--- src/rtl/vrpc_pkg.sv ---
// ----------------------------------------------------------------------------
// vrpc_pkg
// Shared types, action codes and the intensity table of the video RAM and
// palette controller.
// ----------------------------------------------------------------------------
package vrpc_pkg;

    typedef logic [3:0] t_action;

    localparam t_action ACT_DIRECT_RD  = 4'd0;
    localparam t_action ACT_DIRECT_WR  = 4'd1;
    localparam t_action ACT_LATCH_RD   = 4'd2;
    localparam t_action ACT_LATCH_WR   = 4'd3;
    localparam t_action ACT_ADDR_HI    = 4'd4;
    localparam t_action ACT_ADDR_LO    = 4'd5;
    localparam t_action ACT_MASK_WR    = 4'd6;
    localparam t_action ACT_PAL_WR     = 4'd7;
    localparam t_action ACT_PAL_RD     = 4'd8;
    localparam t_action ACT_BANK_WR    = 4'd9;
    localparam t_action ACT_PIXEL      = 4'd10;

    localparam logic CFG_BLEND_MODE  = 1'b0;
    localparam logic CFG_FLIP_SCREEN = 1'b1;

    localparam logic [7:0] LED_MASK = 8'hFC;

    typedef enum logic [2:0] {
        S_IDLE,
        S_EXEC,
        S_MERGE,
        S_PIXPAL,
        S_DONE
    } t_state;

    typedef enum logic [1:0] {
        AS_WINDOW,
        AS_LATCH,
        AS_PIXEL
    } t_addr_sel;

    typedef enum logic [1:0] {
        RD_NONE,
        RD_VIDEO,
        RD_PAL
    } t_rd_sel;

    typedef struct packed {
        logic      item_load;
        logic      vid_rd;
        logic      vid_wr;
        logic      vid_merge;
        t_addr_sel addr_sel;
        logic      pal_wr;
        logic      pal_rd_bus;
        logic      pal_rd_pix;
        logic      ah_wr;
        logic      al_wr;
        logic      mask_wr;
        logic      bank_wr;
        logic      out_load;
        t_rd_sel   rd_sel;
        logic      rgb_en;
    } t_cmd;

    typedef struct packed {
        t_action action;
        logic    blend;
        logic    out_free;
    } t_sts;

    function automatic logic [7:0] intensity(input logic [3:0] idx);
        logic [7:0] v;
        case (idx)
            4'd0:    v = 8'h00;
            4'd1:    v = 8'h12;
            4'd2:    v = 8'h24;
            4'd3:    v = 8'h49;
            4'd4:    v = 8'h12;
            4'd5:    v = 8'h24;
            4'd6:    v = 8'h49;
            4'd7:    v = 8'h92;
            4'd8:    v = 8'h5b;
            4'd9:    v = 8'h6d;
            4'd10:   v = 8'h92;
            4'd11:   v = 8'hdb;
            4'd12:   v = 8'h7f;
            4'd13:   v = 8'h91;
            4'd14:   v = 8'hb6;
            default: v = 8'hff;
        endcase
        return v;
    endfunction

endpackage

--- src/rtl/vrpc_ctrl.sv ---
// ----------------------------------------------------------------------------
// vrpc_ctrl
// Sequencer: steps one access through execute, merge, palette lookup and
// result hand-off, issuing commands to the datapath.
// ----------------------------------------------------------------------------
module vrpc_ctrl
    import vrpc_pkg::*;
(
    input  logic i_clk,
    input  logic i_rst_n,
    input  logic i_item_valid,
    output logic o_item_ready,
    input  t_sts i_sts,
    output t_cmd o_cmd
);

    t_state r_state;
    t_state n_state;

    always_ff @(posedge i_clk) begin
        if (!i_rst_n) begin
            r_state <= S_IDLE;
        end else begin
            r_state <= n_state;
        end
    end

    always_comb begin
        n_state      = r_state;
        o_cmd        = '0;
        o_cmd.addr_sel = AS_WINDOW;
        o_cmd.rd_sel   = RD_NONE;
        o_item_ready = 1'b0;
        case (r_state)
            S_IDLE: begin
                o_item_ready    = 1'b1;
                o_cmd.item_load = i_item_valid;
                if (i_item_valid) begin
                    n_state = S_EXEC;
                end
            end
            S_EXEC: begin
                n_state = S_DONE;
                case (i_sts.action)
                    ACT_DIRECT_RD: begin
                        o_cmd.vid_rd = 1'b1;
                    end
                    ACT_DIRECT_WR: begin
                        if (i_sts.blend) begin
                            o_cmd.vid_rd = 1'b1;
                            n_state      = S_MERGE;
                        end else begin
                            o_cmd.vid_wr = 1'b1;
                        end
                    end
                    ACT_LATCH_RD: begin
                        o_cmd.addr_sel = AS_LATCH;
                        o_cmd.vid_rd   = 1'b1;
                    end
                    ACT_LATCH_WR: begin
                        o_cmd.addr_sel = AS_LATCH;
                        if (i_sts.blend) begin
                            o_cmd.vid_rd = 1'b1;
                            n_state      = S_MERGE;
                        end else begin
                            o_cmd.vid_wr = 1'b1;
                        end
                    end
                    ACT_ADDR_HI: o_cmd.ah_wr      = 1'b1;
                    ACT_ADDR_LO: o_cmd.al_wr      = 1'b1;
                    ACT_MASK_WR: o_cmd.mask_wr    = 1'b1;
                    ACT_PAL_WR:  o_cmd.pal_wr     = 1'b1;
                    ACT_PAL_RD:  o_cmd.pal_rd_bus = 1'b1;
                    ACT_BANK_WR: o_cmd.bank_wr    = 1'b1;
                    ACT_PIXEL: begin
                        o_cmd.addr_sel = AS_PIXEL;
                        o_cmd.vid_rd   = 1'b1;
                        n_state        = S_PIXPAL;
                    end
                    default: ;
                endcase
            end
            S_MERGE: begin
                o_cmd.vid_merge = 1'b1;
                o_cmd.addr_sel  = (i_sts.action == ACT_DIRECT_WR) ? AS_WINDOW : AS_LATCH;
                n_state         = S_DONE;
            end
            S_PIXPAL: begin
                o_cmd.pal_rd_pix = 1'b1;
                n_state          = S_DONE;
            end
            S_DONE: begin
                case (i_sts.action)
                    ACT_DIRECT_RD: o_cmd.rd_sel = RD_VIDEO;
                    ACT_LATCH_RD:  o_cmd.rd_sel = RD_VIDEO;
                    ACT_PAL_RD:    o_cmd.rd_sel = RD_PAL;
                    ACT_PIXEL:     o_cmd.rgb_en = 1'b1;
                    default: ;
                endcase
                o_cmd.out_load = i_sts.out_free;
                if (i_sts.out_free) begin
                    n_state = S_IDLE;
                end
            end
            default: begin
                n_state = S_IDLE;
            end
        endcase
    end

endmodule

--- config.mk ---
export PLATFORM = sky130hd
export DESIGN_NAME = vrpc_ctrl
export DESIGN_NICKNAME = d
export VERILOG_FILES = /design/src/rtl/vrpc_pkg.sv /design/src/rtl/vrpc_ctrl.sv
export SDC_FILE = /design/constraint.sdc
export NUM_CORES = 1
export LEC_CHECK = 0
export ABC_AREA = 1
export BUFFER_PORTS_ARGS = -buffer_cell sky130_fd_sc_hd__buf_4
export CAP_MARGIN = 10
export CORE_AREA = 10 10 47 49
export CTS_BUF_LIST = sky130_fd_sc_hd__clkbuf_8
export DETAILED_ROUTE_END_ITERATION = 10
export DIE_AREA = 0 0 57 59
export GPL_TIMING_DRIVEN = 0
export PLACE_DENSITY_LB_ADDON = 0.05
export SKIP_CTS_REPAIR_TIMING = 1
export SYNTH_ARGS = -nofsm -noshare
export SYNTH_HDL_FRONTEND = slang
export SYNTH_SLANG_ARGS = --single-unit
export TNS_END_PERCENT = 100
--- constraint.sdc ---
create_clock -name i_clk -period 1.51 [get_ports i_clk]
set_input_delay 0.2265 -clock i_clk [delete_from_list [all_inputs] [get_ports i_clk]]
set_output_delay 0.2265 -clock i_clk [all_outputs]
set_load 0.01 [all_outputs]
### Word level (Yosys, flattened, before mapping)

Index checks and enable logic that the tools add are counted.

| cells by class | value |
|---|---|
| equal/unequal tests | 16 |
| muxes and demuxes | 28 |
| reduce and logical (&&, ||, !) cells | 8 |

Operators with widths:

| operator | number |
|---|---|
| == test 4 x 3 -> 1 bit (second input constant) | 4 |
| two-way mux 1 bit | 15 |
| == test 4 bit (second input constant) | 3 |
| one-hot mux 2 bit (2 select lines) | 3 |
| one-hot mux 3 bit (4 select lines) | 1 |
| two-way mux 3 bit | 3 |
| == test 4 x 2 -> 1 bit (second input constant) | 2 |
| two-way mux 4 bit | 2 |
| OR reduction 2 bit | 4 |
| == test 3 x 2 -> 1 bit (second input constant) | 2 |
| one-hot mux 3 bit (2 select lines) | 1 |
| == test 4 x 1 -> 1 bit (second input constant) | 1 |
| zero test 4 bit | 1 |
| two-way mux 2 bit | 2 |
| != test 2 bit (second input constant) | 2 |
| == test 3 x 1 -> 1 bit (second input constant) | 1 |
| == test 3 bit (second input constant) | 1 |
| zero test 3 bit | 1 |
| OR reduction 3 bit | 1 |
| one-hot mux 1 bit (2 select lines) | 1 |
| AND reduction 2 bit | 1 |

| word-level totals | value |
|---|---|
| bits in registers | 3 |
| input port bits | 9 |
| output and inout port bits | 18 |
| word-level logic and storage cells | 53 |

### Depth between registers and ports, before layout

| logic depth | value |
|---|---|
| depth in word-level cells | 4 |
| gate-level depth with buffers | 8 |
| mapped depth without buffers | 8 |

### Least setup slack after synthesis

No wires, ideal clock.

| path | value |
|---|---|
| kind | reg2out |
| from | register r_state[0] |
| to | output port o_cmd[10] (netlist bit) |
| data arrival time | 1.009 ns |
| data required time | 1.283 ns |
| setup slack | 0.275 ns |
| stages on the path, launching flop included | 5 |
| buffers on the path | 0 |
| path through | dfxtp_1 nand2_2 nor2_4 inv_2 nor4_1 |

RTL lines:

| element | RTL line | source |
|---|---|---|
| from (decl) | vrpc_ctrl.sv:17 | `t_state r_state;` |
| from (signal assigned) | vrpc_ctrl.sv:24 | `r_state <= n_state;` |
| to (decl) | vrpc_ctrl.sv:14 | `output t_cmd o_cmd` |

==> flow_summary.ini <==
[setup_path]
cp-start-kind = flip-flop
reg2reg_to = r_state[2]
cp_slowest_cell = dfxtp_4
r2r_cells = 8
r2r_start = r_state[1]
critical_path.cell_chain = inv_2 -> nand2_2 -> nor2_4 -> nand2_1 -> o21ai_1 -> buf_4
cpPeakStageDelay_ps = 350
crit_path_end_kind = output port
r2r_slack_ps = 420
required_ps = 1280
cp_max_fo = 6
arrival_ps = 1260
path_class = reg -> out

[cells_and_area]
fin_nets = 102
largest_reg_flops = 3
final_cells = 108
area_growth_syn_to_layout_pct = 103
fillers = 155
seq_area_um2 = 66.3
mostFrequentLayoutCell = buf_4
multiInputGateArea_um2 = 269
final_util_pct = 47.4
top_regs = r_state: 3 flops
largest-register = r_state
mostFrequentLayoutCells = buf_4, inv_1, nor2_1, nand2_1, nand3_1
antenna_cells = 0
final_layout_size_suffix_gt1_share_pct = 50.0
design_area_um2 = 664

[timing]
fin_crit_sh_pct = 98.5
drv_slew = 0
hold_viol = 0
clock.fmax_mhz = 672
slew-limit-headroom_pct = 79.1
rsz0062_at_grt = yes
hold_slack_ps = 226
finalSetupViolCount = 0
fin_skew_ps = 1.29
worstMarginPinSlew_ps = 311
fin_crit_ps = 1490

[power_and_ir_drop]
ir_drop_mv = 0.298
power.leakage_nw = 0.349
powerDensity_nw_per_um2 = 791

[global_route]
grt_use_total_pct = 7.54
antenna_found_initial = 0
grt_pass1_vias = 487
overflow = 0
grt_max_degree = 8
grt_pass1_wl_um = 2100

[logic_synthesis]
synthesis.area_um2 = 328
ys_warn_count = 0
synthCells = 61
syn_avg_cell_area_um2 = 5.37
ys_seq_area_share_pct = 18.3
ys_ff_latch = 3
synth_cell_types = 13
synth_fp_nets = 70

[drt]
firstDrtPassIters = 4
dr.first_iter.drc_count = 4
totalWireLength_um = 1250
vias = 484
routed_via_density = 4.48
wl_per_cell_um = 11.6
drc_errors = 0
drtAntennaViolNets = 0

[placement]
hpwlAfterDp_um = 1050
gp_congestion = 0.727
port_buffers = 26
dp_cells = 103
place_area_um2 = 543

[run]
maxCapViolCount = 0

[clock_tree]
clk_pin_slew_ps = 30
htreeDepth = 1
clk_path_buf_depth = 2
clkLatencyLatePin_ps = 210
cts_tree = yes
cts_sinks = 3
cts_buffers = 3
cts_root_buf = clkbuf_8

[worst_hold_path]
min_to = r_state[2]
hold_path_startpoint = i_rst_n
hold_class = in -> reg
whs_path_depth = 3

[floorplanning]
die_w_um = 57
rows = 14
core-area_um2 = 1400
io_pins = 27
die_h_um = 59
start_util_pct = 23.4
dieArea_um2 = 3360

[outcome]
run_status = finished, final reports clean
-- stage by stage --
step / worst slack, ps / power [W] / setup TNS (ps)
floorplan: 275 / 0.000197 / 0
global placement: 191 / 0.000274 / 0
detailed placement: 209 / 0.000271 / 0
CTS: -37.4 / 0.000501 / -168
global route: -48.9 / 0.000571 / -270
finish: 22.9 / 0.000526 / 0
-- report_power, final --
part	internal (W)	switching (W)	leakage [nW]
clock network	0.000173	0.0000482	0.0269
registers	0.0000899	0.0000147	0.0261
logic	0.0000825	0.000118	0.297
-- cell families (layout without fill, tap and decap cells) --
family | Yosys count | in the layout | share of synthesized area (%)
compound gates | 3 | 3 | 4.58
simple gates | 40 | 40 | 59.9
flops | 3 | 3 | 18.3
buf+inv | 15 | 46 | 17.2
-- worst max-delay path by stage --
stage                          start         to  slack (ps)
after floorplan           r_state[0]  o_cmd[10]         270
after global placement    r_state[0]  o_cmd[14]         190
after detailed placement  r_state[2]   o_cmd[1]         210
after CTS                 r_state[0]  o_cmd[10]         -40
after global routing      r_state[0]   o_cmd[7]         -50
final                     r_state[1]  o_cmd[11]          20
-- synth_stat cells --
cell type	count	share of area, %
nand3_1	6	9.2
nor3_1	3	4.6
inv_1	13	15
o21ai_0	3	4.6
nand2_1	10	11
and3_2	1	2.3
nor3_2	1	3.1
inv_2	2	2.3
dfxtp_1	3	18
nor2_4	1	3.4
nor2_1	11	13
nand2_2	1	1.9
nor4_1	6	11
-- layer usage --
layer | vias up | global-route usage (%) | part of all wire (%)
met1 | 205 | 7.41 | 38
li1 | 258 | - | -
met3 | 2 | 4.29 | 14
met4 | 0 | 5.03 | 1.9
met2 | 19 | 11.9 | 46
met5 | - | 0 | 0
-- critical path: cells and delay by family, from the launching register on --
family / cells / cell delay [ps]
flip-flops: 1 / 350
AND/OR/NAND/NOR: 3 / 340
buffers and inverters: 2 / 190
AO/OA/AOI/OAI: 1 / 160
-- area by class of cell --
cell class | count | area share, %
multi-input cells | 43 | 40.5
inverters | 15 | 9.23
clock buffers | 3 | 6.21
repair buffers | 27 | 30.5
well taps | 16 | 3.01
flip-flops and latches | 3 | 9.98
clock inverters | 1 | 0.565
(Power assumes the default switching activity.)
